[src/hdl/csi_me_pkg.sv]
`timescale 1ns / 1ps
// ----------------------------------------------------------------------------
// CSI motion estimator package
// Shared types, sizes and constants of the motion estimator.
// ----------------------------------------------------------------------------
package csi_me_pkg;

	localparam int WINDOW_LEN = 50;
	localparam int MAX_PAIRS = 512;

	localparam int WIN_W = $clog2(WINDOW_LEN + 1);
	localparam int ADDR_W = $clog2(WINDOW_LEN);
	localparam int MAG_W = 16 + WIN_W;
	localparam int S1_W = MAG_W + 1;
	localparam int S2_W = 32 + WIN_W;
	localparam int NUM_W = 2 * MAG_W;

	localparam int PAIR_W = $clog2(MAX_PAIRS + 1);
	localparam int AMP_ACC_W = 16 + PAIR_W;
	localparam int SINE_ACC_W = 17 + PAIR_W;

	localparam int DIV_NW = (NUM_W > 48) ? NUM_W : 48;
	localparam int DIV_DW = 32;
	localparam int DIV_CW = $clog2(DIV_NW + 1);

	localparam int FIFO_DEPTH = 4;
	localparam int FIFO_AW = $clog2(FIFO_DEPTH);
	localparam int FIFO_CW = $clog2(FIFO_DEPTH + 1);

	localparam logic [31:0] AMP_CEIL_INIT = 32'd66;
	localparam logic [31:0] PHASE_CEIL_INIT = 32'd1073742;
	localparam logic [31:0] AMP_THRESH = 32'd7;
	localparam logic [31:0] PHASE_THRESH = 32'd107375;
	localparam logic [12:0] RATE_DOWN = 13'd6554;
	localparam logic [12:0] RATE_UP = 13'd131;
	localparam logic [8:0] RATE_CEIL = 9'd328;
	localparam logic [15:0] W_AMP = 16'd39322;
	localparam logic [15:0] W_PHASE = 16'd26214;
	localparam logic [16:0] SCORE_ONE = 17'd65536;
	localparam logic [15:0] SINE_MAX = 16'd32767;

	typedef struct packed {
		logic kind;
		logic signed [7:0] i_value;
		logic signed [7:0] q_value;
		logic last_pair;
		logic signed [7:0] frame_rssi;
	} in_t;

	typedef struct packed {
		logic [16:0] motion;
		logic [16:0] amp_motion;
		logic [16:0] phase_motion;
		logic signed [7:0] rssi_out;
		logic [31:0] frames_seen;
	} out_t;

	typedef struct packed {
		logic rst;
		logic [15:0] amp;
		logic [15:0] sine;
		logic signed [7:0] rssi;
	} frame_t;

	typedef struct packed {
		logic start;
		logic [DIV_NW-1:0] num;
		logic [DIV_DW-1:0] den;
	} div_req_t;

	typedef struct packed {
		logic done;
		logic [DIV_NW-1:0] quot;
	} div_resp_t;

endpackage

[src/hdl/csi_me_front.sv]
`timescale 1ns / 1ps
// ----------------------------------------------------------------------------
// CSI motion estimator front end
// Takes words, finds pair amplitude and sine, forms frame means and passes reset words on.
// ----------------------------------------------------------------------------
module csi_me_front (
	input logic clk,
	input logic arst_n,
	input logic push,
	output logic full,
	input csi_me_pkg::in_t in_word,
	output csi_me_pkg::div_req_t div_req,
	input csi_me_pkg::div_resp_t div_resp,
	output logic q_push,
	input logic q_full,
	output csi_me_pkg::frame_t q_word
);

	typedef enum logic [7:0] {
		F_IDLE = 8'b0000_0001,
		F_SQRT = 8'b0000_0010,
		F_ACC = 8'b0000_0100,
		F_SDIV = 8'b0000_1000,
		F_END = 8'b0001_0000,
		F_MAMP = 8'b0010_0000,
		F_MSIN = 8'b0100_0000,
		F_PUSH = 8'b1000_0000
	} fstate_t;

	fstate_t state_q;
	logic [csi_me_pkg::PAIR_W-1:0] pair_cnt_q;
	logic [csi_me_pkg::PAIR_W-1:0] nz_cnt_q;
	logic [csi_me_pkg::AMP_ACC_W-1:0] amp_acc_q;
	logic signed [csi_me_pkg::SINE_ACC_W-1:0] sine_acc_q;
	logic rst_q;
	logic last_q;
	logic signed [7:0] rssi_q;
	logic signed [7:0] qv_q;
	logic [31:0] v_q;
	logic [31:0] r_q;
	logic [31:0] bit_q;
	logic [15:0] mean_amp_q;
	logic [15:0] mean_sine_q;

	logic signed [15:0] i_sq;
	logic signed [15:0] q_sq;
	logic [15:0] sq;
	logic [31:0] trial;
	logic ge;
	logic [15:0] amp;
	logic [7:0] mq;
	logic [15:0] mag;
	logic [csi_me_pkg::SINE_ACC_W-1:0] sine_abs;
	logic accept;

	assign accept = push && !full;
	assign full = state_q != F_IDLE;
	assign i_sq = in_word.i_value * in_word.i_value;
	assign q_sq = in_word.q_value * in_word.q_value;
	assign sq = $unsigned(i_sq) + $unsigned(q_sq);
	assign trial = r_q + bit_q;
	assign ge = v_q >= trial;
	assign amp = r_q[15:0];
	assign mq = qv_q[7] ? 8'(-qv_q) : 8'(qv_q);
	assign mag = (!qv_q[7] && div_resp.quot > csi_me_pkg::DIV_NW'(csi_me_pkg::SINE_MAX)) ?
		csi_me_pkg::SINE_MAX : div_resp.quot[15:0];
	assign sine_abs = sine_acc_q[csi_me_pkg::SINE_ACC_W-1] ?
		csi_me_pkg::SINE_ACC_W'(-sine_acc_q) : csi_me_pkg::SINE_ACC_W'(sine_acc_q);

	always_comb begin
		div_req.start = 1'b0;
		div_req.num = '0;
		div_req.den = '0;
		case (state_q)
			F_ACC: begin
				div_req.start = amp != '0;
				div_req.num = csi_me_pkg::DIV_NW'({mq, 23'b0});
				div_req.den = csi_me_pkg::DIV_DW'(amp);
			end
			F_END: begin
				div_req.start = pair_cnt_q >= csi_me_pkg::PAIR_W'(2);
				div_req.num = csi_me_pkg::DIV_NW'(amp_acc_q);
				div_req.den = csi_me_pkg::DIV_DW'(pair_cnt_q);
			end
			F_MAMP: begin
				div_req.start = div_resp.done && (nz_cnt_q != '0);
				div_req.num = csi_me_pkg::DIV_NW'(sine_abs);
				div_req.den = csi_me_pkg::DIV_DW'(nz_cnt_q);
			end
			default: begin
				div_req.start = 1'b0;
			end
		endcase
	end

	assign q_push = state_q == F_PUSH;
	assign q_word.rst = rst_q;
	assign q_word.amp = mean_amp_q;
	assign q_word.sine = mean_sine_q;
	assign q_word.rssi = rssi_q;

	always_ff @(posedge clk or negedge arst_n) begin
		if (!arst_n) begin
			state_q <= F_IDLE;
			pair_cnt_q <= '0;
			nz_cnt_q <= '0;
			amp_acc_q <= '0;
			sine_acc_q <= '0;
			rst_q <= 1'b0;
			last_q <= 1'b0;
		end else begin
			case (state_q)
				F_IDLE: begin
					if (accept) begin
						rst_q <= in_word.kind;
						last_q <= in_word.last_pair;
						if (in_word.kind) begin
							state_q <= F_PUSH;
						end else if (pair_cnt_q <
								csi_me_pkg::PAIR_W'(csi_me_pkg::MAX_PAIRS)) begin
							state_q <= F_SQRT;
						end else if (in_word.last_pair) begin
							state_q <= F_END;
						end
					end
				end
				F_SQRT: begin
					if (bit_q[0]) begin
						state_q <= F_ACC;
					end
				end
				F_ACC: begin
					pair_cnt_q <= pair_cnt_q + 1'b1;
					amp_acc_q <= amp_acc_q + csi_me_pkg::AMP_ACC_W'(amp);
					if (amp != '0) begin
						state_q <= F_SDIV;
					end else begin
						state_q <= last_q ? F_END : F_IDLE;
					end
				end
				F_SDIV: begin
					if (div_resp.done) begin
						nz_cnt_q <= nz_cnt_q + 1'b1;
						sine_acc_q <= qv_q[7] ?
							sine_acc_q - csi_me_pkg::SINE_ACC_W'(mag) :
							sine_acc_q + csi_me_pkg::SINE_ACC_W'(mag);
						state_q <= last_q ? F_END : F_IDLE;
					end
				end
				F_END: begin
					if (pair_cnt_q < csi_me_pkg::PAIR_W'(2)) begin
						pair_cnt_q <= '0;
						nz_cnt_q <= '0;
						amp_acc_q <= '0;
						sine_acc_q <= '0;
						state_q <= F_IDLE;
					end else begin
						state_q <= F_MAMP;
					end
				end
				F_MAMP: begin
					if (div_resp.done) begin
						state_q <= (nz_cnt_q != '0) ? F_MSIN : F_PUSH;
					end
				end
				F_MSIN: begin
					if (div_resp.done) begin
						state_q <= F_PUSH;
					end
				end
				F_PUSH: begin
					if (!q_full) begin
						if (!rst_q) begin
							pair_cnt_q <= '0;
							nz_cnt_q <= '0;
							amp_acc_q <= '0;
							sine_acc_q <= '0;
						end
						state_q <= F_IDLE;
					end
				end
				default: begin
					state_q <= F_IDLE;
				end
			endcase
		end
	end

	always_ff @(posedge clk) begin
		if (state_q == F_IDLE && accept) begin
			rssi_q <= in_word.frame_rssi;
			qv_q <= in_word.q_value;
			v_q <= {sq, 16'b0};
			r_q <= '0;
			bit_q <= 32'h4000_0000;
		end
		if (state_q == F_SQRT) begin
			if (ge) begin
				v_q <= v_q - trial;
				r_q <= (r_q >> 1) + bit_q;
			end else begin
				r_q <= r_q >> 1;
			end
			bit_q <= bit_q >> 2;
		end
		if (state_q == F_MAMP && div_resp.done) begin
			mean_amp_q <= div_resp.quot[15:0];
			mean_sine_q <= '0;
		end
		if (state_q == F_MSIN && div_resp.done) begin
			mean_sine_q <= sine_acc_q[csi_me_pkg::SINE_ACC_W-1] ?
				16'(-div_resp.quot[15:0]) : div_resp.quot[15:0];
		end
	end

endmodule

[config.mk]
export PLATFORM = sky130hd
export DESIGN_NAME = csi_me_front
export DESIGN_NICKNAME = d
export VERILOG_FILES = /design/src/hdl/csi_me_pkg.sv /design/src/hdl/csi_me_front.sv
export SDC_FILE = /design/constraint.sdc
export NUM_CORES = 1
export LEC_CHECK = 0
export BUFFER_PORTS_ARGS = -buffer_cell sky130_fd_sc_hd__buf_2
export CAP_MARGIN = 25
export CORE_MARGIN = 3
export CORE_UTILIZATION = 25
export DETAILED_ROUTE_END_ITERATION = 16
export PLACE_DENSITY = 0.46
export SKIP_LAST_GASP = 1
export SLEW_MARGIN = 0
export SYNTH_ARGS = -nofsm -noshare
export SYNTH_HDL_FRONTEND = slang
export SYNTH_SLANG_ARGS = --single-unit
export TNS_END_PERCENT = 10
[constraint.sdc]
create_clock -name clk -period 9.5 [get_ports clk]
set_clock_uncertainty 0.15 [all_clocks]
set_input_delay 1.9 -clock clk [delete_from_list [all_inputs] [get_ports clk]]
set_output_delay 1.9 -clock clk [all_outputs]
set_load 0.02 [all_outputs]
==> run summary <==
Clock Path Buffers - 3
Final antenna-violating net count - 0
Total power - 0.00922 W
Setup Crit Path Kind - in2reg
PwrDens - 393 mW/mm^2
Yosys cell types - 77
FMAX - 127 MHz
# hold bufs at CTS - 0
Final Hold Violating Endpoints - 0
WP data required - 9.81 ns
# DRC - 0
Iteration-0 DRC Markers - 1271
Nets - 2848
Avg Inst Size Synth - 8.69 um^2
Initial antenna violation count - 1
I/O pin cnt - 203
CTS tree - done
Synth warnings - 0
Final WL - 63200 um
Setup Viol. Count Final - 0
Final worst-path cycle share - 82.7%
Chip Width - 292 um
RSZ-0062 raised after global routing - no
Placer Congestion - 0.838
Most frequent cell after synthesis - nand2_1
Slew Limit Fails - 0
Synth top area cells - edfxtp_1, fa_1, dfrtp_1
WP data arrival - 8.16 ns
First-pass GRT wire length - 99600 um
Die area - 0.0854 mm^2
Setup TNS - 0 ns
Share of the yosys chip area belonging to registers - 27.3%
Area grow syn2layout - 14.4%
Leak Pwr - 10.3 nW
Grt ovf - 0
CP max FO - 11
Reg clk slew, reported paths - 0.05 ns
First-pass DRT Iterations - 5
Detailed-route wire length per cell - 17.7 um
CTS Sinks - 211
Post-CTS Setup Inserts - 0
Via count - 17.4k
Placed Cells - 3511
Max-Cap Viols - 0
Worst slew margin - 25.7%
Htree depth - 1
Post-CTS Resized - 0
Root Driver - clkbuf_16
Mapped cell area - 0.0205 mm^2
Fillers - 8555
Area share of the largest cell type after synthesis - 13.9%
Max VDD drop - 0.000279 V
Setup crit start kind - primary input
Mapped Cells - 2355
Vias per std cell - 4.87
Flops & latches, synth - 211
Std-Cell Rows - 104
Largest net degree at the start of global routing - 73
Final core utilization - 29.0%
DP Area - 0.0224 mm^2
Starting Density - 25.3%
Port bufs - 169
All-Layer GR Usage - 14.6%
Most frequent cells after synthesis - nand2_1, inv_1, o21ai_0, nor2_1, ha_1
Hold crit path type - reg2reg
Dominant synthesized flop cell - edfxtp_1
Post-DP HPWL - 49100 um
Min Tclk post-route - 7.85 ns
Total CTS buffers - 30
Synth area leader - edfxtp_1
Layout cells sized above 1 - 11.5%
Core footprint - 0.0808 mm^2
Synth async-reset ratio - 39.3%
Number of enable flip-flop cells after synthesis - 95
Layout Cells excl Fill - 3572
Vias in the first global route - 17.6k
Die Y - 292 um
Status - completed
Setup crit end kind - register
Least-Margin Pin Slew - 1.11 ns
Clock latency on the worst-skew pair - 0.59 ns
Finished Cell Area - 0.0234 mm^2
final timing paths:
check                      cells past startpoint        endpoint  startpoint  slack, ns
max in group asynchronous                      3      state_q[0]      arst_n       7.32
setup reg to reg                              19         r_q[27]      r_q[4]       3.43
hold / removal                                 2          v_q[2]      v_q[2]       0.32
hold reg to reg                                2          v_q[2]      v_q[2]       0.32
min in group asynchronous                      1  sine_acc_q[17]      arst_n       1.02
setup / recovery                              20         v_q[30]  in_word[9]       1.65
cell type report:
| cell class | instances | area (um^2) | share of cell area [%] |
|---|---|---|---|
| multi-input combinational | 1840 | 13600 | 58.3 |
| sequential | 211 | 5590 | 23.9 |
| tap | 1060 | 1330 | 5.66 |
| timing repair buffer | 191 | 1080 | 4.61 |
| clock buffer | 43 | 820 | 3.50 |
| inverter | 211 | 792 | 3.38 |
| clock inverter | 13 | 161 | 0.689 |
| antenna | 3 | 7.51 | 0.0320 |
cells in the final DEF (no fill, tap or decap), types with 12 or more instances in the layout:
| master | instances |
|---|---|
| a211oi_1 | 28 |
| a21o_1 | 37 |
| a21oi_1 | 103 |
| a31o_2 | 19 |
| a31oi_1 | 33 |
| and2_1 | 60 |
| and3_1 | 14 |
| buf_2 | 168 |
| buf_4 | 19 |
| clkbuf_16 | 30 |
| conb_1 | 33 |
| dfrtp_1 | 82 |
| dfxtp_1 | 33 |
| edfxtp_1 | 95 |
| fa_1 | 121 |
| ha_1 | 163 |
| inv_1 | 210 |
| nand2_1 | 250 |
| nand2b_1 | 28 |
| nand3_1 | 56 |
| nand4_1 | 26 |
| nor2_1 | 178 |
| nor2b_1 | 16 |
| nor3_1 | 39 |
| nor4_1 | 22 |
| o211ai_1 | 14 |
| o21ai_0 | 188 |
| o21bai_1 | 12 |
| o31ai_1 | 26 |
| or2_2 | 14 |
| or3_1 | 21 |
| or4_1 | 12 |
| xnor2_1 | 79 |
| xor2_1 | 110 |
sequential cells by signal, indices dropped and copies added, names as in the netlist, 10 cells and up:
register	count
r_q	32
v_q	32
sine_acc_q	27
amp_acc_q	26
bit_q	16
mean_amp_q	16
mean_sine_q	16
nz_cnt_q	10
pair_cnt_q	10
cell families (layout without fill, tap and decap cells):
logic type	Yosys count	count (layout)	share of synthesized area, %
buf+inv	336	458	6.80
mux	8	8	0.391
fa+ha+maj	284	284	21.8
simple gates	774	774	18.3
flops	211	211	27.3
xor+xnor	189	189	8.08
compound gates	552	552	17.3
other cells	1	36	0.0183
critical path, stage by stage:
cell and delay, ns:
buf_2 0.23, and2_1 0.49, inv_1 0.14, fa_1 0.46, fa_1 0.49, inv_1 0.05
fa_1 0.47, fa_1 0.54, inv_1 0.05, fa_1 0.52, inv_1 0.05, fa_1 0.47
ha_1 0.26, a2111oi_0 0.64, nor3_1 0.14, a2111oi_0 0.63, a21oi_1 0.17, xnor2_1 0.17
o21ai_0 0.09, a21o_1 0.19
layer usage:
layer | global-route usage (%) | wire length, um
met1 | 18.9 | 28500
met2 | 24.6 | 29400
met3 | 2.26 | 2990
met4 | 5.21 | 2240
met5 | 0 | 0
where the power goes:
part | internal (W) | switching, W
sequential | 0.00129 | 0.000425
clock | 0.000680 | 0.000459
combinational | 0.00260 | 0.00376
stage by stage:
step | worst slack, ns | hold slack [ns]
2_1_floorplan | 1.78 | 0.294
3_3_place_gp | 1.19 | 0.311
3_5_place_dp | 1.01 | 0.321
4_1_cts | 1.61 | 0.331
5_1_grt | 1.02 | 0.346
6_report | 1.65 | 0.325
(Power assumes the default switching activity.)
