==> src/hdl/csi_me_pkg.sv <==
`timescale 1ns / 1ps
// ----------------------------------------------------------------------------
// CSI motion estimator package
// Shared types, sizes and constants of the motion estimator.
// ----------------------------------------------------------------------------
package csi_me_pkg;

	localparam int WINDOW_LEN = 50;
	localparam int MAX_PAIRS = 512;

	localparam int WIN_W = $clog2(WINDOW_LEN + 1);
	localparam int ADDR_W = $clog2(WINDOW_LEN);
	localparam int MAG_W = 16 + WIN_W;
	localparam int S1_W = MAG_W + 1;
	localparam int S2_W = 32 + WIN_W;
	localparam int NUM_W = 2 * MAG_W;

	localparam int PAIR_W = $clog2(MAX_PAIRS + 1);
	localparam int AMP_ACC_W = 16 + PAIR_W;
	localparam int SINE_ACC_W = 17 + PAIR_W;

	localparam int DIV_NW = (NUM_W > 48) ? NUM_W : 48;
	localparam int DIV_DW = 32;
	localparam int DIV_CW = $clog2(DIV_NW + 1);

	localparam int FIFO_DEPTH = 4;
	localparam int FIFO_AW = $clog2(FIFO_DEPTH);
	localparam int FIFO_CW = $clog2(FIFO_DEPTH + 1);

	localparam logic [31:0] AMP_CEIL_INIT = 32'd66;
	localparam logic [31:0] PHASE_CEIL_INIT = 32'd1073742;
	localparam logic [31:0] AMP_THRESH = 32'd7;
	localparam logic [31:0] PHASE_THRESH = 32'd107375;
	localparam logic [12:0] RATE_DOWN = 13'd6554;
	localparam logic [12:0] RATE_UP = 13'd131;
	localparam logic [8:0] RATE_CEIL = 9'd328;
	localparam logic [15:0] W_AMP = 16'd39322;
	localparam logic [15:0] W_PHASE = 16'd26214;
	localparam logic [16:0] SCORE_ONE = 17'd65536;
	localparam logic [15:0] SINE_MAX = 16'd32767;

	typedef struct packed {
		logic kind;
		logic signed [7:0] i_value;
		logic signed [7:0] q_value;
		logic last_pair;
		logic signed [7:0] frame_rssi;
	} in_t;

	typedef struct packed {
		logic [16:0] motion;
		logic [16:0] amp_motion;
		logic [16:0] phase_motion;
		logic signed [7:0] rssi_out;
		logic [31:0] frames_seen;
	} out_t;

	typedef struct packed {
		logic rst;
		logic [15:0] amp;
		logic [15:0] sine;
		logic signed [7:0] rssi;
	} frame_t;

	typedef struct packed {
		logic start;
		logic [DIV_NW-1:0] num;
		logic [DIV_DW-1:0] den;
	} div_req_t;

	typedef struct packed {
		logic done;
		logic [DIV_NW-1:0] quot;
	} div_resp_t;

endpackage

==> src/hdl/csi_me_fifo.sv <==
`timescale 1ns / 1ps
// ----------------------------------------------------------------------------
// CSI motion estimator frame queue
// Short queue of frame summaries between the front and the back end.
// ----------------------------------------------------------------------------
module csi_me_fifo (
	input logic clk,
	input logic arst_n,
	input logic push,
	output logic full,
	input csi_me_pkg::frame_t wdata,
	output logic empty,
	input logic pop,
	output csi_me_pkg::frame_t rdata
);

	csi_me_pkg::frame_t mem [csi_me_pkg::FIFO_DEPTH];
	logic [csi_me_pkg::FIFO_AW-1:0] wr_q;
	logic [csi_me_pkg::FIFO_AW-1:0] rd_q;
	logic [csi_me_pkg::FIFO_CW-1:0] cnt_q;
	logic do_push;
	logic do_pop;

	assign full = cnt_q == csi_me_pkg::FIFO_CW'(csi_me_pkg::FIFO_DEPTH);
	assign empty = cnt_q == '0;
	assign do_push = push && !full;
	assign do_pop = pop && !empty;
	assign rdata = mem[rd_q];

	always_ff @(posedge clk or negedge arst_n) begin
		if (!arst_n) begin
			wr_q <= '0;
			rd_q <= '0;
			cnt_q <= '0;
		end else begin
			if (do_push) begin
				wr_q <= (wr_q == csi_me_pkg::FIFO_AW'(csi_me_pkg::FIFO_DEPTH - 1)) ?
					'0 : wr_q + 1'b1;
			end
			if (do_pop) begin
				rd_q <= (rd_q == csi_me_pkg::FIFO_AW'(csi_me_pkg::FIFO_DEPTH - 1)) ?
					'0 : rd_q + 1'b1;
			end
			if (do_push && !do_pop) begin
				cnt_q <= cnt_q + 1'b1;
			end else if (do_pop && !do_push) begin
				cnt_q <= cnt_q - 1'b1;
			end
		end
	end

	always_ff @(posedge clk) begin
		if (do_push) begin
			mem[wr_q] <= wdata;
		end
	end

endmodule

==> config.mk <==
export PLATFORM = sky130hd
export DESIGN_NAME = csi_me_fifo
export DESIGN_NICKNAME = d
export VERILOG_FILES = /design/src/hdl/csi_me_pkg.sv /design/src/hdl/csi_me_fifo.sv
export SDC_FILE = /design/constraint.sdc
export NUM_CORES = 1
export LEC_CHECK = 0
export ABC_AREA = 1
export ABC_CLOCK_PERIOD_IN_PS = 8300
export BUFFER_PORTS_ARGS = -buffer_cell sky130_fd_sc_hd__buf_2
export CORE_AREA = 5 5 129 162
export DETAILED_ROUTE_END_ITERATION = 10
export DIE_AREA = 0 0 134 167
export MAX_ROUTING_LAYER = met4
export PLACE_DENSITY = 0.56
export SLEW_MARGIN = 40
export SYNTH_ARGS = -nofsm -noshare
export SYNTH_HDL_FRONTEND = slang
export SYNTH_SLANG_ARGS = --single-unit
export TNS_END_PERCENT = 30
==> constraint.sdc <==
create_clock -name clk -period 8.3 [get_ports clk]
set_input_delay 0.415 -clock clk [delete_from_list [all_inputs] [get_ports clk]]
set_output_delay 0.415 -clock clk [all_outputs]
set_load 0.005 [all_outputs]
==> results.md, run 1 <==
* Drt via density at 4.79
* Layout cells sized above 1 at 36.0%
* Crit path kind: flop to output pin
* RSZ-0062 raised after global routing: false
* #FFs+latches synth at 171
* Setup TNS at 0 ns
* Fill cell count at 1761
* Met3 Use GR at 3.08%
* Reg clk slew, reported paths at 0.06 ns
* P_leak at 3.43 nW
* Worst hold-check path type: input pin to flop
* Routed wire length at 14.6 mm
* Highest-count cells in the layout ignoring fill and taps: 164 x edfxtp_1, 97 x nand2_1, 95 x inv_1
* Worst rel slew slack at 47.9%
* Post-synth top area cell: edfxtp_1
* Crit. End Element: output pin
* IO Port Bufs at 87
* Area contributors post-synth: edfxtp_1 66%, o211ai_2 10%, nand2_1 4.9%, inv_1 4.8%, nand2_2 3.4%
* Final hold vios at 0
* CTS tree: yes
* WL/cell at 16.6 um
* Final Cycle Share at 41.8%
* Post-synthesis sequential area ratio at 68.0%
* Max Cap Violations at 0
* Global-route wire length before repair at 23.5 mm
* Slew Limit Fails at 0
* Iter 0 DRT Violations at 229
* Clk_lat worst skew at 0.42 ns
* Pwr dens at 345 nW/um2
* Detail Route Antenna Nets at 0
* Share of the synthesized area in the top cell type at 65.7%
* GP Congestion at 0.713
* Cell variety after synth at 19
* Worst ir drop on vdd at 0.000284 V
* Gate Count Post-Synth at 539
* Vias at 4198
* Largest net degree at the start of global routing at 65
* Tot GR Track Use at 13.9%
* Cell Area, Synth at 7500 um2
* H-tree levels at 4
* Avg Cell Area, Syn at 13.9 um2
* Total grt overflow at 0
* Die Ht at 167 um
* Clock Skews at 0.00737 ns
* Area after DPL at 8000 um2
* Max Clk Rate at 288 MHz
* I/O pins at 88
* Area growth syn-to-layout at 14.0%
* Residual DRC at 0
* Initial Util at 39.1%
* Post-cts sizing count at 0
* Post-route cell area at 8550 um2
* Most common cell after layout, fill and taps aside: edfxtp_1
* Status: finished, final reports clean
* Top Usage Layer GRT: met2
* Clock sinks at 171
* Root buffer cell: clkbuf_16
* Final #Nets at 678
* Num CTS Buffers at 17
* DRT Pass-1 Iters at 6
* Die ar. at 22400 um2
* Maximum clock path buffer count at 2
* Setup-failing EPs final at 0
* Data required time of the critical path at 7.89 ns
* Core area at 19200 um2
* Synth Warn # at 0
* Initial antenna violation count at 1
* GR Util met2 at 24.4%
* Post-Syn Nets at 591
* Worst Path Max Fanout at 64
* Worst-Margin Slew at 0.782 ns
* CP startpoint kind: flop
* CP arrival at 3.06 ns
* Met1 usage at 15.7%
* FP Rows at 57
* Dpl hpwl at 8.64 mm
* Vias in the first global route at 4516
* Die Wd at 134 um
* Final min period at 3.47 ns
-- cells in the mapped netlist, drive strengths merged --
master / number
buf: 27
dfrtp: 7
edfxtp: 164
fa: 1
ha: 6
inv: 98
nand2: 138
nand3: 7
nand4: 1
nor2: 6
o211ai: 82
o21ai: 1
xnor2: 1
-- metal layers --
layer / wire, um / share of wire, %
met4: 186 / 1.3
met3: 547 / 3.8
met2: 7730 / 53
met5: 0 / 0
met1: 6100 / 42
-- through the flow --
step           utilization (%)  cells  setup WS [ns]  power, mW  hold slack, ns
2_1_floorplan                -    539           5.42       2.02           0.119
3_3_place_gp              41.7    842           5.08       2.25           0.260
3_5_place_dp              41.7    842           5.00       2.28           0.263
4_1_cts                   44.5    875           4.53       3.01           0.187
5_1_grt                   44.6    876           4.57       3.15           0.194
6_report                  44.6    876           4.83       2.95           0.211
-- final timing paths --
check	start	to	slack, ns	cells after the start
min in group asynchronous	arst_n	cnt_q[2]	0.35	2
setup reg to reg	cnt_q[0]	cnt_q[1]	6.15	9
hold / removal	wdata[24]	mem[1][24]	0.21	1
setup / recovery	rd_q[0]	rdata[7]	4.83	6
max in group asynchronous	arst_n	rd_q[0]	7.76	2
hold reg to reg	cnt_q[2]	cnt_q[2]	0.50	2
-- sequential cells by signal (all words and copies together) (netlist names) --
signal	count
rd_q	2
cnt_q	3
mem	164
wr_q	2
-- worst max-delay path: stages (launching register included) --
cell and delay [ns]:
dfrtp_4 0.85, buf_4 0.71, buf_6 0.58, nand2_1 0.12
o211ai_1 0.10, nand2_1 0.07, buf_2 0.13
-- cells by family after synthesis --
group | count (synthesis) | share of synthesized area (%)
AO/OA/AOI/OAI | 83 | 12.3
XOR/XNOR | 1 | 0.117
adder cells (fa/ha/maj) | 7 | 1.27
buffers and inverters | 125 | 9.22
flip-flops | 171 | 68.0
AND/OR/NAND/NOR | 152 | 9.12
-- report_power, final --
part / switching (mW) / leakage, nW / internal [mW]
Sequential: 0.0993 / 1.58 / 1.14
Combinational: 0.622 / 1.59 / 0.363
Clock: 0.313 / 0.253 / 0.411
Total: 1.03 / 3.43 / 1.91
-- cell type report --
class                   count  area, um2  area share (%)
clock buffers              21        440            5.15
well taps                 236        295            3.45
multi-input cells         243       1740            20.3
repair buffers             95        502            5.87
flip-flops and latches    171       5100            59.7
inverters                  98        370            4.33
diodes                      1       2.50          0.0293
clock inverters            11       96.3            1.13
-- repair_timing --
item / 4_1_cts / 5_1_grt
hold buffers: 1 / 0
hold endpoints to repair: 7 / 0
buffers inserted: 0 / 0
Power figures use the tool's default switching activity.
==> run 2: changes to the inputs <==
--- a/config.mk
+++ b/config.mk
@@ -5,14 +5,14 @@
 export SDC_FILE = /design/constraint.sdc
 export NUM_CORES = 1
 export LEC_CHECK = 0
-export ABC_AREA = 1
-export ABC_CLOCK_PERIOD_IN_PS = 8300
+export ABC_AREA = 0
+export ABC_CLOCK_PERIOD_IN_PS = 3650
 export BUFFER_PORTS_ARGS = -buffer_cell sky130_fd_sc_hd__buf_2
-export CORE_AREA = 5 5 129 162
+export CORE_AREA = 5 5 120 150
 export DETAILED_ROUTE_END_ITERATION = 10
-export DIE_AREA = 0 0 134 167
+export DIE_AREA = 0 0 125 155
 export MAX_ROUTING_LAYER = met4
-export PLACE_DENSITY = 0.56
+export PLACE_DENSITY = 0.57
 export SLEW_MARGIN = 40
 export SYNTH_ARGS = -nofsm -noshare
 export SYNTH_HDL_FRONTEND = slang
==> constraint.sdc (replaced) <==
create_clock -name clk -period 3.65 [get_ports clk]
set_input_delay 0.1825 -clock clk [delete_from_list [all_inputs] [get_ports clk]]
set_output_delay 0.1825 -clock clk [all_outputs]
set_load 0.005 [all_outputs]
==> run 2 against run 1 <==
- count of clock-buffer cells in the layout fell by 4
- cell count shrank 28%
- die area decreased by 13%
- routed wire length shrank 22%
- worst setup slack lost 3.5 ns
- global-route usage decreased by 1.3 points
- critical path depth is 3 lower
- sequential cell count is the same
- via count decreased by 29%
- sequential share of layout area up 3.6 points
- design area fell by 5.6%
- area after synthesis decreased by 15%
- critical endpoint is now rdata[21]
- highest routed layer unchanged
==> results.md, run 2 <==
* DRT Pass-1 Iters at 4 (-2)
* GP Congestion at 0.685 (-3.9%)
* Vias in the first global route at 3343 (-26%)
* Clock sinks at 171 (unchanged)
* Initial Util at 38.7% (-0.43 points)
* Post-cts sizing count at 0 (unchanged)
* Global-route wire length before repair at 18.0 mm (-23%)
* Cell variety after synth at 21 (+2)
* Vias at 2987 (-29%)
* Area growth syn-to-layout at 26.5%
* Data required time of the critical path at 3.47 ns (-4.42 ns)
* Detail Route Antenna Nets at 0 (unchanged)
* Count leader, synth: edfxtp_1
* Synth Warn # at 0 (unchanged)
* Clock Skews at 0.0116 ns (+0.00422 ns)
* Initial antenna violation count at 0 (-1)
* Drt via density at 4.76 (-0.75%)
* Avg Cell Area, Syn at 25.3 um2 (+82%)
* CP arrival at 2.14 ns (-0.92 ns)
* Final Core Density at 48.9% (+4.3 points)
* Largest Register: mem
* Worst ir drop on vdd at 0.000501 V (+76%)
* Largest regs: mem (164), cnt_q (3)
* Worst r2r path cells at 4 (-5)
* Clk_lat worst skew at 0.41 ns (about the same)
* CP max stage delay at 0.74 ns (-0.11 ns)
* WL/cell at 18.1 um (+9.1%)
* Worst Path Max Fanout at 23 (-64%)
* Iter 0 DRT Violations at 104 (-55%)
* Cell Area, Synth at 6380 um2 (-15%)
* Die Ht at 155 um (-7.2%)
* Final hold vios at 0 (unchanged)
* Post-synth top area cell: edfxtp_1
* FP Rows at 53 (-7.0%)
* I/O pins at 88 (unchanged)
* Final min period at 2.33 ns
* Max Cap Violations at 0 (unchanged)
* Ys async rst share at 4.09% (unchanged)
* Dpl hpwl at 7.01 mm (-19%)
* Reg2reg start: cnt_q[2]
* Critical path origin: rd_q[0]
* Post-Syn Nets at 304 (-49%)
* Die Wd at 125 um (-6.7%)
* Max Clk Rate at 430 MHz
* P_leak at 2.82 nW (-18%)
* Timing endpoint of the critical path: rdata[21]
* Residual DRC at 0 (unchanged)
* Worst rel slew slack at 52.4% (+4.5 points)
* Worst hold-check path type: input pin to asynchronous set/reset pin
* Pwr dens at 758 nW/um2 (+120%)
* Tot GR Track Use at 12.7% (-1.3 points)
* Root buffer cell: clkbuf_16
* Cell Chain, Critical Path: buf_12 -> mux4_2 -> buf_2
* H-tree levels at 4 (unchanged)
* Crit path kind: flop to output pin
* R2r setup slk at 1.46 ns (-4.69 ns)
* Fill cell count at 1378 (-22%)
* CP startpoint kind: flop
* Post-synthesis sequential area ratio at 79.9% (+12 points)
* Antenna fix cells at 0 (-1)
* Maximum clock path buffer count at 2 (unchanged)
* Share of the synthesized area in the top cell type at 77.1% (+11 points)
* Area contributors post-synth: edfxtp_1 77%, mux4_2 14%, dfrtp_1 2.7%, ha_1 1.2%, buf_6 0.88%
* Final #Nets at 447 (-34%)
* Highest-count cells in the layout ignoring fill and taps: 164 x edfxtp_1, 87 x buf_2, 42 x dlygate4sd3_1
* Commonest cells post-synth: 164 x edfxtp_1, 41 x mux4_2, 7 x dfrtp_1
* CTS tree: yes
* Core area at 16500 um2 (-14%)
* Prevailing post-synth register cell: edfxtp_1
* Layout cells sized above 1 at 43.1% (+7.1 points)
* Worst-Margin Slew at 0.714 ns (-0.0678 ns)
* Reg clk slew, reported paths at 0.07 ns (about the same)
* RSZ-0062 raised after global routing: false
* Gate Count Post-Synth at 252 (-53%)
* Routed wire length at 11.4 mm (-22%)
* Crit path max-delay cell type: dfrtp_4
* Setup-failing EPs final at 0 (unchanged)
* Total grt overflow at 0 (unchanged)
* Most common cell after layout, fill and taps aside: edfxtp_1
* #FFs+latches synth at 171 (unchanged)
* Status: finished, final reports clean
* Slew Limit Fails at 0 (unchanged)
* Final Cycle Share at 63.7%
* Die ar. at 19400 um2 (-13%)
* Num CTS Buffers at 17 (unchanged)
* Setup TNS at 0 ns (unchanged)
* IO Port Bufs at 87 (unchanged)
* Crit. End Element: output pin
* EDFF count, synth at 164 (unchanged)
* RR Endpoint: mem[0][13]
* Largest net degree at the start of global routing at 44 (-32%)
* Max reg flops at 164 (unchanged)
run 2: changes by cell type in the layout (fill, tap and decap cells not counted), sizes merged, moves of 3 or more:
cell / change
nand2: -137
inv: -86
o211ai: -82
dlygate4sd3: +41
mux4: +41
nand3: -7
clkbuf: -4
mux2: +4
and2: +3
nor2: -3
run 2: how the worst min path moves through the flow:
stage / slack [ns] / to / cells past startpoint / from
after floorplan: -0.11 / cnt_q[0] / 0 / arst_n
after CTS: 0.11 / wr_q[1] / 2 / arst_n
after detailed placement: 0.03 / cnt_q[2] / 1 / arst_n
after global placement: 0.03 / cnt_q[1] / 1 / arst_n
final: 0.13 / wr_q[0] / 2 / arst_n
after global routing: 0.13 / wr_q[1] / 2 / arst_n
run 2: power by group:
group	switching [mW]	internal, mW
clock	0.786	0.909
sequential	0.290	2.60
combinational	0.683	0.848
total	1.76	4.36
run 2: final cells by class:
type	instances	area, um2	area share, %
multi-input combinational	68	1200	14.9
inverter	3	11.3	0.139
sequential	171	5110	63.3
clock buffer	17	425	5.27
tap	220	275	3.41
timing repair buffer	134	906	11.2
clock inverter	15	144	1.78
run 2: stage by stage:
| step | total power [mW] | worst slack (ns) | instances | hold WS, ns | cell area [um2] |
|---|---|---|---|---|---|
| 5_1_grt | 6.46 | 1.15 | 628 | 0.126 | 8070 |
| 6_report | 6.12 | 1.32 | 628 | 0.131 | 8070 |
| 2_1_floorplan | 3.85 | 0.867 | 252 | -0.113 | 6380 |
| 3_5_place_dp | 4.50 | 1.43 | 554 | 0.0331 | 7080 |
| 4_1_cts | 6.24 | 1.24 | 628 | 0.114 | 8070 |
| 3_3_place_gp | 4.45 | 1.44 | 553 | 0.0302 | 7060 |
run 2: critical path, delay by kind of cell (launching register included):
family,cells,cell delay (ns)
buffers and inverters,2,0.43
multiplexers,1,0.55
flip-flops,1,0.74
run 2: cells by family after synthesis:
family | synth area share (%)
mux | 15.3
fa+ha+maj | 1.49
flops | 79.9
simple gates | 1.20
xor+xnor | 0.412
buf+inv | 1.43
compound gates | 0.314
run 2: layer usage:
layer / up-vias / GRT usage, % / share of wire [%]
met5: - / - / 0
met4: 0 / 4.80 / 1.5
met3: 11 / 3.02 / 3.1
met2: 56 / 21.7 / 54
met1: 1566 / 14.6 / 41
li1: 1354 / - / -
run 2: repair_timing:
| action | CTS | global route |
|---|---|---|
| buffers inserted | 0 | 0 |
| endpoints found under the hold margin | 171 | 0 |
| hold buffers | 42 | 0 |
