File: config.mk
export PLATFORM = sky130hd
export DESIGN_NAME = csi_me_div
export DESIGN_NICKNAME = d
export VERILOG_FILES = /design/src/hdl/csi_me_pkg.sv /design/src/hdl/csi_me_div.sv
export SDC_FILE = /design/constraint.sdc
export NUM_CORES = 1
export LEC_CHECK = 0
export BUFFER_PORTS_ARGS = -buffer_cell sky130_fd_sc_hd__buf_4
export CAP_MARGIN = 20
export CORE_ASPECT_RATIO = 0.7
export CORE_MARGIN = 4
export CORE_UTILIZATION = 45
export CTS_CLUSTER_SIZE = 14
export DETAILED_ROUTE_END_ITERATION = 16
export GPL_ROUTABILITY_DRIVEN = 0
export MAX_ROUTING_LAYER = met4
export PLACE_DENSITY = 0.66
export REMOVE_ABC_BUFFERS = 1
export SYNTH_ARGS = -nofsm -noshare
export SYNTH_HDL_FRONTEND = slang
export SYNTH_SLANG_ARGS = --single-unit
File: constraint.sdc
create_clock -name clk -period 2.59 [get_ports clk]
set_input_delay 0.3885 -clock clk [delete_from_list [all_inputs] [get_ports clk]]
set_output_delay 0.3885 -clock clk [all_outputs]
set_load 0.05 [all_outputs]
File: src/hdl/csi_me_pkg.sv
`timescale 1ns / 1ps
// ----------------------------------------------------------------------------
// CSI motion estimator package
// Shared types, sizes and constants of the motion estimator.
// ----------------------------------------------------------------------------
package csi_me_pkg;

	localparam int WINDOW_LEN = 50;
	localparam int MAX_PAIRS = 512;

	localparam int WIN_W = $clog2(WINDOW_LEN + 1);
	localparam int ADDR_W = $clog2(WINDOW_LEN);
	localparam int MAG_W = 16 + WIN_W;
	localparam int S1_W = MAG_W + 1;
	localparam int S2_W = 32 + WIN_W;
	localparam int NUM_W = 2 * MAG_W;

	localparam int PAIR_W = $clog2(MAX_PAIRS + 1);
	localparam int AMP_ACC_W = 16 + PAIR_W;
	localparam int SINE_ACC_W = 17 + PAIR_W;

	localparam int DIV_NW = (NUM_W > 48) ? NUM_W : 48;
	localparam int DIV_DW = 32;
	localparam int DIV_CW = $clog2(DIV_NW + 1);

	localparam int FIFO_DEPTH = 4;
	localparam int FIFO_AW = $clog2(FIFO_DEPTH);
	localparam int FIFO_CW = $clog2(FIFO_DEPTH + 1);

	localparam logic [31:0] AMP_CEIL_INIT = 32'd66;
	localparam logic [31:0] PHASE_CEIL_INIT = 32'd1073742;
	localparam logic [31:0] AMP_THRESH = 32'd7;
	localparam logic [31:0] PHASE_THRESH = 32'd107375;
	localparam logic [12:0] RATE_DOWN = 13'd6554;
	localparam logic [12:0] RATE_UP = 13'd131;
	localparam logic [8:0] RATE_CEIL = 9'd328;
	localparam logic [15:0] W_AMP = 16'd39322;
	localparam logic [15:0] W_PHASE = 16'd26214;
	localparam logic [16:0] SCORE_ONE = 17'd65536;
	localparam logic [15:0] SINE_MAX = 16'd32767;

	typedef struct packed {
		logic kind;
		logic signed [7:0] i_value;
		logic signed [7:0] q_value;
		logic last_pair;
		logic signed [7:0] frame_rssi;
	} in_t;

	typedef struct packed {
		logic [16:0] motion;
		logic [16:0] amp_motion;
		logic [16:0] phase_motion;
		logic signed [7:0] rssi_out;
		logic [31:0] frames_seen;
	} out_t;

	typedef struct packed {
		logic rst;
		logic [15:0] amp;
		logic [15:0] sine;
		logic signed [7:0] rssi;
	} frame_t;

	typedef struct packed {
		logic start;
		logic [DIV_NW-1:0] num;
		logic [DIV_DW-1:0] den;
	} div_req_t;

	typedef struct packed {
		logic done;
		logic [DIV_NW-1:0] quot;
	} div_resp_t;

endpackage

File: src/hdl/csi_me_div.sv
`timescale 1ns / 1ps
// ----------------------------------------------------------------------------
// CSI motion estimator divider
// Restoring unsigned divider, one quotient bit per cycle.
// ----------------------------------------------------------------------------
module csi_me_div (
	input logic clk,
	input logic arst_n,
	input csi_me_pkg::div_req_t req,
	output csi_me_pkg::div_resp_t resp
);

	logic [csi_me_pkg::DIV_DW-1:0] den_q;
	logic [csi_me_pkg::DIV_DW-1:0] rem_q;
	logic [csi_me_pkg::DIV_NW-1:0] quo_q;
	logic [csi_me_pkg::DIV_CW-1:0] cnt_q;
	logic busy_q;
	logic done_q;
	logic [csi_me_pkg::DIV_DW:0] trial;
	logic [csi_me_pkg::DIV_DW:0] diff;
	logic ge;

	assign trial = {rem_q, quo_q[csi_me_pkg::DIV_NW-1]};
	assign ge = trial >= {1'b0, den_q};
	assign diff = trial - {1'b0, den_q};

	always_ff @(posedge clk or negedge arst_n) begin
		if (!arst_n) begin
			busy_q <= 1'b0;
			done_q <= 1'b0;
			cnt_q <= '0;
		end else if (busy_q) begin
			cnt_q <= cnt_q + 1'b1;
			if (cnt_q == csi_me_pkg::DIV_CW'(csi_me_pkg::DIV_NW - 1)) begin
				busy_q <= 1'b0;
				done_q <= 1'b1;
			end
		end else begin
			done_q <= 1'b0;
			if (req.start) begin
				busy_q <= 1'b1;
				cnt_q <= '0;
			end
		end
	end

	always_ff @(posedge clk) begin
		if (busy_q) begin
			rem_q <= ge ? diff[csi_me_pkg::DIV_DW-1:0] : trial[csi_me_pkg::DIV_DW-1:0];
			quo_q <= {quo_q[csi_me_pkg::DIV_NW-2:0], ge};
		end else if (req.start) begin
			den_q <= req.den;
			rem_q <= '0;
			quo_q <= req.num;
		end
	end

	assign resp.done = done_q;
	assign resp.quot = quo_q;

endmodule

==> impl_metrics.yaml, run 1 <==
sta:
  max_slew.worst_pin.slew_ns: 0.725
  fin_ws_ns: -0.185
  hold_viol_final: 0
  rsz0062_at_grt: "yes"
  slew_viol_final: 0
  max_freq_mhz: 360
  skew_ns: 0.0139
  tns_ns: -3.57
  post-route-period-util_pct: 107
  hold-worst-slack_ns: 0.140
  finalSetupViolCount: 32
  period_needed_ns: 2.78
  slew_headroom_pct: 51.6
outcome:
  violations: "setup timing"
  status: "complete, but fails checks"
floorplan:
  std_cell_rows: 37
  core_area_mm2: 0.0149
  dieWidth_um: 156
  dieArea_mm2: 0.0175
  die_h_um: 112
  start_util_pct: 46.6
  ioPinCount: 132
route:
  vias_per_cell: 5.45
  drt_first_pass_iters: 5
  wl_per_cell_um: 18.2
  antenna_left: 0
  met2_length_mm: 8.86
  drt-total-wl_mm: 18.8
  wl_met1_mm: 8.56
  drc: 0
  drt_iter0_markers: 382
  top_layer: "met4"
  vias: 5628
  met3WireLength_mm: 1.09
yosys:
  synth_cell_type_count: 60
  synth_top_cell_by_area: "edfxtp_1"
  ys_seq_elements: 120
  synth_edf_count: 112
  yosys-mux-area-fraction_pct: 7.62
  ys_top_cells_by_area: "edfxtp_1 (48%), mux2_2 (7.6%), ha_1 (5.9%), dfrtp_1 (2.9%), a21oi_2 (2.6%)"
  yosysWarnings: 0
  synth-xor-area-share_pct: 3.15
  seq_area_frac_synth_pct: 51.3
  syn_avg_cell_area_um2: 11.7
  synth_flop_cell: "edfxtp_1"
  synth_top_family_by_area: "compound AO/OA/AOI/OAI gates"
  synth_top_area_share_pct: 48.4
  synth_fa_ha_area_share_pct: 6.24
  synth_cells: 592
  synth-simple-area-share_pct: 8.96
  synthArstFlopShare_pct: 6.67
  syn_area_mm2: 0.00694
  synth_compound_area_share_pct: 17.9
finish:
  ff_latch_area_mm2: 0.00356
  antenna_cells: 0
  drive_above_1_share_pct: 52.1
  nNetsFinal: 941
  fin_cells: 1032
  multiInputGateArea_mm2: 0.00354
  final_common_cell: "buf_4"
  synthToLayoutAreaGrowth_pct: 46.0
  final_cell_mix: "buf_4 (223), edfxtp_1 (112), mux2_2 (47)"
  fillers: 1081
clock_tree:
  clock_sinks: 120
  cts_tree: "yes"
  clkTransAtPathRegs_ns: 0.06
  h-tree-depth: 4
  cts-root-buf: "clkbuf_16"
  clock_latency_ns: 0.43
  cts_buffers: 17
  clockBufferDepth: 2
run:
  max_cap_viol_count: 0
grt:
  grt_use_total_pct: 22.3
  grt_pass1_wl_mm: 30.2
  grt_max_degree: 60
  overflow: 0
  grt_pass1_vias: 5756
  antenna_found_initial: 0
placed_design:
  place_hpwl_mm: 12.9
  port_buffers: 131
  placedCellCount: 975
power_and_ir_drop:
  vdd.ir_drop.worst_uv: 610
  leakage_nw: 4.28
  power_density_mw_per_mm2: 1460
setup_path:
  path_buf_inv: 2
  worst-path-max-fanout: 3
  setup.worst_path.start_class: "register"
  worstPathArrival_ns: 3.03
  critPathTopFamily: "compound AO/OA/AOI/OAI gates"
  crit_chain: "ha_4 -> nand4_1 -> nor2_2 -> nand3_2 -> nor4_4 -> a221o_1 -> a21oi_2 -> o21ai_4 -> buf_6 -> o21ai_4 -> buf_6 -> o32ai_4"
  worstSetupPathType: "reg -> reg"
  critPathSlowestCell: "edfxtp_1"
  slowest_delay_ns: 0.43
  crit_path_end_kind: "register"
  required_ns: 2.84
min_path:
  holdCritPathClass: "in -> reg"
## per-stage QoR
step / power [mW] / setup WS (ns) / util (%) / instance area, um2
floorplan: 8.58 / -2.76 / - / 6770
global placement: 11.0 / -0.347 / 58.7 / 8750
detailed placement: 11.1 / -0.402 / 58.7 / 8750
CTS: 14.3 / -0.183 / 66.5 / 9910
global route: 15.6 / -0.315 / 68.0 / 10100
finish: 14.7 / -0.185 / 68.0 / 10100
## Yosys cell counts, drive strengths merged (3+ instances only)
| library cell | instances |
|---|---|
| nand4 | 7 |
| o21ai | 38 |
| o21a | 7 |
| o22ai | 4 |
| a31oi | 5 |
| dfrtp | 8 |
| mux2 | 47 |
| a211oi | 8 |
| o211ai | 3 |
| a21o | 22 |
| nand2 | 30 |
| nor3 | 14 |
| edfxtp | 112 |
| xor2 | 8 |
| a21oi | 56 |
| and2 | 5 |
| ha | 33 |
| nor2 | 15 |
| and3 | 6 |
| xnor2 | 17 |
| or3 | 3 |
| buf | 18 |
| inv | 43 |
| nand3 | 36 |
| clkbuf | 15 |
## power breakdown
group          switching (mW)  internal (mW)
clock                   0.916           1.42
combinational            4.79           3.97
sequential              0.439           3.21
## routing by layer
metal / up-vias / track usage [%]
li1: 2687 / -
met1: 2762 / 31.1
met2: 150 / 32.7
met3: 29 / 5.24
met4: 0 / 6.13
met5: - / -
## flip-flops by register name, summed over array words and instances, names as in the netlist
name / count
den_q: 32
rem_q: 32
done_q: 1
quo_q: 48
busy_q: 1
cnt_q: 6
## worst paths after layout
kind,start,endpoint,slack [ns],cells past startpoint
min in group asynchronous,arst_n,cnt_q[5],0.31,2
setup / recovery,rem_q[14],rem_q[31],-0.19,12
hold reg to reg,done_q,done_q,0.48,1
setup reg to reg,rem_q[14],rem_q[31],-0.19,12
hold / removal,req[14],den_q[14],0.14,1
max in group asynchronous,arst_n,busy_q,2.14,2
## worst reg2reg max path: cells and delay by family, from the launching register on
family	cells	cell delay [ns]
AO/OA/AOI/OAI	5	0.83
adder cells (fa/ha/maj)	1	0.30
buffers and inverters	2	0.33
flip-flops	1	0.43
AND/OR/NAND/NOR	4	0.73
## final cells by class
class	instances	area share [%]
Inverter	44	1.63
Timing Repair Buffer	246	20.1
Clock inverter	14	1.47
Tap cell	195	2.41
Clock buffer	18	4.24
Sequential cell	120	35.2
Multi-Input combinational cell	395	35.0
## timing repair
item / CTS / global route
endpoints found under the setup margin: 33 / 33
pin swaps: 46 / 30
hold buffers: 1 / 0
gates resized for setup: 76 / 32
gates cloned: 1 / 0
endpoints found under the hold margin: 8 / 0
setup buffers: 20 / 5
## cell families (layout without fill, tap and decap cells)
family | count (synthesis) | after routing
muxes | 47 | 47
buffers and inverters | 77 | 322
adders and majority gates | 34 | 34
DFF | 120 | 120
and+or+nand+nor | 125 | 125
AOI/OAI and AO/OA | 164 | 164
xor gates and xnor gates | 25 | 25
No activity file was read; power rests on OpenSTA's default activity.
==> run 2: changes to the inputs <==
- clock period: 2.59 -> 2.3 ns (I/O delays scaled with it)
==> run 2 against run 1 <==
Fmax fell by 4.8%. The run still ends with setup timing left. Cell area rose by 4.7%. Critical path depth did not move. First-iteration DRC count rose by 15%. Critical endpoint is now rem_q[23].
==> impl_metrics.yaml, run 2 (same netlist as run 1, synthesis figures left out) <==
finish:
  stdcell_area_mm2: 0.0106
  final_cell_mix: "buf_4 (248), edfxtp_1 (112), mux2_2 (47)"
  regMostFlops: "quo_q"
  final_common_cell: "buf_4"
  largest_register_ffs: 48
  synthToLayoutAreaGrowth_pct: 52.9
  drive_above_1_share_pct: 55.8
  fin_cells: 1065
  nNetsFinal: 973
  top_regs: "quo_q (48), den_q (32), rem_q (32)"
power_and_ir_drop:
  internal_power_mw: 10.5
  power_frac_seq_pct: 23.0
  combPwrFrac_pct: 60.4
  power_density_mw_per_mm2: 1700
  p_sw_share_pct: 41.6
  clkPwrFrac_pct: 16.6
  switchingPower_mw: 7.50
  leakage_nw: 4.54
  vdd.ir_drop.worst_uv: 649
setup_path:
  worst-path-max-fanout: 8
  setup.worst_path.start_class: "register"
  crit_path_start: "rem_q[25]"
  worstSetupPathType: "reg -> reg"
  cp-endpoint: "rem_q[23]"
  required_ns: 2.54
  worstPathArrival_ns: 3.16
  ff2ff_setup_slack_ns: -0.61
  r2r_cells: 12
  r2r_start: "rem_q[25]"
  rr_endpoint: "rem_q[23]"
  crit_path_end_kind: "register"
clock_tree:
  cts_tree: "yes"
  h-tree-depth: 4
  cts-root-buf: "clkbuf_16"
  clock_sinks: 120
  cts_buffers: 17
  clock_latency_ns: 0.43
  clkTransAtPathRegs_ns: 0.06
  clockBufferDepth: 2
sta:
  slew_viol_final: 0
  hold_viol_final: 0
  slew_headroom_pct: 58.9
  skew_ns: 0.0160
  period_needed_ns: 2.91
  max_freq_mhz: 343
  hold-worst-slack_ns: 0.0896
  rsz0062_at_grt: "yes"
  finalSetupViolCount: 33
  fin_ws_ns: -0.614
  max_slew.worst_pin.slew_ns: 0.617
  post-route-period-util_pct: 127
grt:
  antenna_found_initial: 0
  grt_use_total_pct: 23.2
  grt_max_degree: 60
  overflow: 0
  grt_pass1_vias: 5909
  grt_pass1_wl_mm: 31.1
outcome:
  violations: "setup timing"
  status: "complete, but fails checks"
route:
  drt-total-wl_mm: 20.6
  wl_per_cell_um: 19.3
  vias: 5900
  antenna_left: 0
  vias_per_cell: 5.54
  drc: 0
  drt_iter0_markers: 440
  drt_first_pass_iters: 5
placed_design:
  place_worst_setup_slack_ns: -0.623
  port_buffers: 131
  place_hpwl_mm: 13.0
  placed_cell_area_mm2: 0.00892
  placedCellCount: 1000
floorplan:
  dieArea_mm2: 0.0175
  std_cell_rows: 37
  core_area_mm2: 0.0149
  dieWidth_um: 156
  die_h_um: 112
  ioPinCount: 132
  start_util_pct: 46.6
run:
  max_cap_viol_count: 0
min_path:
  holdCritPathClass: "in -> reg"
-- run 2: what timing repair did --
item                                    in CTS  in global routing
endpoints found under the setup margin      33                 33
buffers inserted                            19                 11
hold endpoints to repair                     8                  0
cloned                                       5                  0
hold buffers                                 1                  0
resized for setup                           73                 61
pin swaps                                   45                 51
-- run 2: power groups by stage --
stage	clock network, mW	logic (mW)	registers [mW]
final	3.00	10.9	4.14
after global routing	3.15	11.5	4.24
after CTS	3.04	10.0	4.11
after detailed placement	0	8.65	4.11
after global placement	0	8.52	4.05
after floorplan	0	4.05	5.62
-- run 2: per-layer routing --
metal | GRT usage, % | vias to the layer above | wire length (um)
met1 | 31.2 | 2872 | 8820
met5 | - | - | 0
met4 | 8.09 | 0 | 350
met3 | 4.97 | 42 | 1460
li1 | - | 2751 | -
met2 | 34.8 | 235 | 9980
-- run 2: worst min-delay path by stage --
stage | slack [ns] | start | endpoint | cells past startpoint
6_report | 0.09 | req[6] | den_q[6] | 1
5_1_grt | 0.07 | req[26] | den_q[26] | 1
4_1_cts | 0.08 | req[6] | den_q[6] | 1
3_5_place_dp | 0.17 | arst_n | cnt_q[4] | 1
3_3_place_gp | 0.16 | arst_n | cnt_q[0] | 1
2_1_floorplan | 0.05 | arst_n | busy_q | 0
-- run 2: worst max-delay path: stages (launching register included) --
cell and delay, ns:
edfxtp_1 0.44, ha_4 0.30, and2_4 0.14, and3_4 0.20
nand2_4 0.06, nor4_4 0.28, a221o_1 0.27, a21oi_4 0.09
o21ai_4 0.32, buf_6 0.16, buf_12 0.16, o21ai_2 0.07
a21oi_2 0.24
-- run 2: layout make-up --
class | instances | area (um2)
Multi-Input combinational cell | 395 | 3630
Tap cell | 195 | 244
Clock buffer | 17 | 425
Inverter | 44 | 165
Clock inverter | 15 | 234
Fill cell | 1023 | 4290
Antenna cell | 1 | 2.50
Timing Repair Buffer | 278 | 2340
Sequential cell | 120 | 3560
-- run 2: per-stage QoR --
| step | total power [mW] | TNS (ns) | util [%] |
|---|---|---|---|
| 6_report | 18.0 | -16.94 | 71.2 |
| 3_5_place_dp | 12.8 | -17.07 | 59.9 |
| 2_1_floorplan | 9.67 | -336.82 | - |
| 4_1_cts | 17.2 | -14.26 | 69.0 |
| 3_3_place_gp | 12.6 | -15.46 | 59.9 |
| 5_1_grt | 18.9 | -19.43 | 71.2 |
==> run 3: changes to the inputs <==
- PLACE_DENSITY: 0.66 -> 0.75
==> run 3 against run 2 <==
The run still ends with setup timing left. Sequential share of layout area is 0.70 points higher. Clock skew is 0.0079 ns lower. Core utilization is 1.4 points lower. Cell area is 2.0% lower. Hold slack better by 0.0077 ns. Total power is 4.0% lower. Via count is 3.3% higher. Flip-flop and latch count stayed put. Non-clock buffer count is 3 higher. Critical endpoint is now rem_q[21]. Highest routed layer unchanged.
==> impl_metrics.yaml, run 3 (same netlist as run 1, synthesis figures left out) <==
route:
  met3WireLength_mm: 1.54
  drc: 0
  vias_per_cell: 5.71
  drt-total-wl_mm: 21.4
  wl_met1_mm: 8.53
  vias: 6092
  met2_length_mm: 10.7
  antenna_left: 0
  drt_first_pass_iters: 6
  top_layer: "met4"
  drt_iter0_markers: 537
  wl_per_cell_um: 20.0
finish:
  regMostFlops: "quo_q"
  multiInputGateArea_mm2: 0.00352
  drive_above_1_share_pct: 54.1
  final_common_cell: "buf_4"
  fillers: 994
  synthToLayoutAreaGrowth_pct: 49.8
  final_cell_mix: "buf_4 (258), edfxtp_1 (112), mux2_2 (47)"
  ff_latch_area_mm2: 0.00356
  largest_register_ffs: 48
  nNetsFinal: 976
  final_core_util_pct: 69.7
  antenna_cells: 0
  top_regs: "quo_q (48), den_q (32), rem_q (32)"
grt:
  grt_pass1_wl_mm: 31.7
  overflow: 0
  grt_max_degree: 60
  grt_pass1_vias: 6137
  grt_use_total_pct: 23.4
  antenna_found_initial: 0
setup_path:
  path_buf_inv: 2
  required_ns: 2.57
  setup.worst_path.start_class: "register"
  worstPathArrival_ns: 3.15
  critPathTopFamily: "compound AO/OA/AOI/OAI gates"
  cp_common_cell: "buf_4"
  slowest_delay_ns: 0.43
  critPathSlowestCell: "a2111o_1"
  worstSetupPathType: "reg -> reg"
  crit_chain: "ha_2 -> buf_4 -> nand3_1 -> a31o_4 -> buf_4 -> a2111o_1 -> nand2_1 -> a21oi_1 -> xnor2_1 -> o21ai_4 -> a21oi_2"
  crit_path_end_kind: "register"
  worst-path-max-fanout: 4
clock_tree:
  cts_buffers: 17
  cts_tree: "yes"
  clock_latency_ns: 0.42
  clockBufferDepth: 2
  cts-root-buf: "clkbuf_16"
  h-tree-depth: 4
  clkTransAtPathRegs_ns: 0.06
  clock_sinks: 120
sta:
  slew_viol_final: 0
  max_freq_mhz: 348
  skew_ns: 0.00810
  rsz0062_at_grt: "yes"
  hold_viol_final: 0
  finalSetupViolCount: 33
  period_needed_ns: 2.88
  post-route-period-util_pct: 125
  max_slew.worst_pin.slew_ns: 0.762
  slew_headroom_pct: 49.2
  fin_ws_ns: -0.577
power_and_ir_drop:
  leakage_nw: 4.45
  switchingPower_mw: 7.45
  clkPwrFrac_pct: 14.4
  combPwrFrac_pct: 61.7
  power_frac_seq_pct: 23.9
  power_density_mw_per_mm2: 1660
  vdd.ir_drop.worst_uv: 695
  internal_power_mw: 9.86
  p_sw_share_pct: 43.0
outcome:
  status: "complete, but fails checks"
  violations: "setup timing"
placed_design:
  port_buffers: 131
  place_worst_setup_slack_ns: -0.655
  place_hpwl_mm: 13.4
floorplan:
  ioPinCount: 132
  start_util_pct: 46.6
  dieArea_mm2: 0.0175
  std_cell_rows: 37
  core_area_mm2: 0.0149
  die_h_um: 112
  dieWidth_um: 156
min_path:
  holdCritPathClass: "in -> reg"
run:
  max_cap_viol_count: 0
==> run 3: cell count changes in the layout (fill, tap and decap cells not counted), moves of 4 or more <==
cell       change
nand3_2        -7
buf_6         -11
bufinv_16      -4
o21ai_2        -4
ha_1           +4
o21ai_4        +5
buf_12         +4
nand3_1        +8
buf_4         +10
==> run 3: routing by layer <==
| metal | track usage (%) | vias up |
|---|---|---|
| met5 | - | - |
| met3 | 4.08 | 58 |
| met2 | 37.7 | 278 |
| met4 | 7.92 | 0 |
| met1 | 30.0 | 3002 |
| li1 | - | 2754 |
==> run 3: power groups by stage <==
stage                     Combinational (mW)  Clock [mW]  Sequential [mW]
after CTS                               9.52        2.51             4.10
after detailed placement                8.76           0             4.12
after global routing                    11.2        2.62             4.23
after global placement                  8.54           0             4.07
final                                   10.7        2.49             4.13
after floorplan                         4.05           0             5.62
==> run 3: per-stage QoR <==
stage / TNS (ns) / hold WS (ns) / instance area [um2] / cells / power, mW
2_1_floorplan: -336.82 / 0.0494 / 6770 / 559 / 9.67
3_3_place_gp: -14.81 / 0.163 / 8950 / 1000 / 12.6
3_5_place_dp: -17.27 / 0.170 / 8950 / 1000 / 12.9
4_1_cts: -14.36 / 0.0928 / 9970 / 1051 / 16.1
5_1_grt: -19.56 / 0.0862 / 10400 / 1067 / 18.1
6_report: -16.41 / 0.0973 / 10400 / 1067 / 17.3
==> run 3: timing repair <==
item | 4_1_cts | 5_1_grt
resized for setup | 54 | 47
endpoints found under the hold margin | 8 | 0
hold buffers | 1 | 0
endpoints found under the setup margin | 33 | 33
gates cloned | 3 | 1
buffers inserted | 17 | 16
pin swaps | 57 | 54
==> run 3: worst register-to-register path, stage by stage, from the launching register on <==
cell and delay (ns):
edfxtp_1 0.41, ha_2 0.42, buf_4 0.16, nand3_1 0.12
a31o_4 0.27, buf_4 0.15, a2111o_1 0.43, nand2_1 0.16
a21oi_1 0.11, xnor2_1 0.27, o21ai_4 0.09, a21oi_2 0.15
==> run 3: final timing paths <==
kind | start | endpoint | slack, ns | cells after the start
worst max-delay path | rem_q[3] | rem_q[21] | -0.58 | 11
worst min-delay path | req[6] | den_q[6] | 0.1 | 1
worst max register to register | rem_q[3] | rem_q[21] | -0.58 | 11
worst min register to register | done_q | done_q | 0.50 | 1
max in group asynchronous | arst_n | busy_q | 1.89 | 2
min in group asynchronous | arst_n | cnt_q[2] | 0.27 | 2
==> run 3: area by class of cell <==
| type | instances | area share [%] |
|---|---|---|
| clock inverters | 15 | 1.14 |
| repair buffers | 281 | 22.7 |
| well taps | 195 | 2.35 |
| clock buffers | 17 | 4.09 |
| multi-input cells | 395 | 33.9 |
| flip-flops and latches | 120 | 34.3 |
| inverters | 44 | 1.59 |
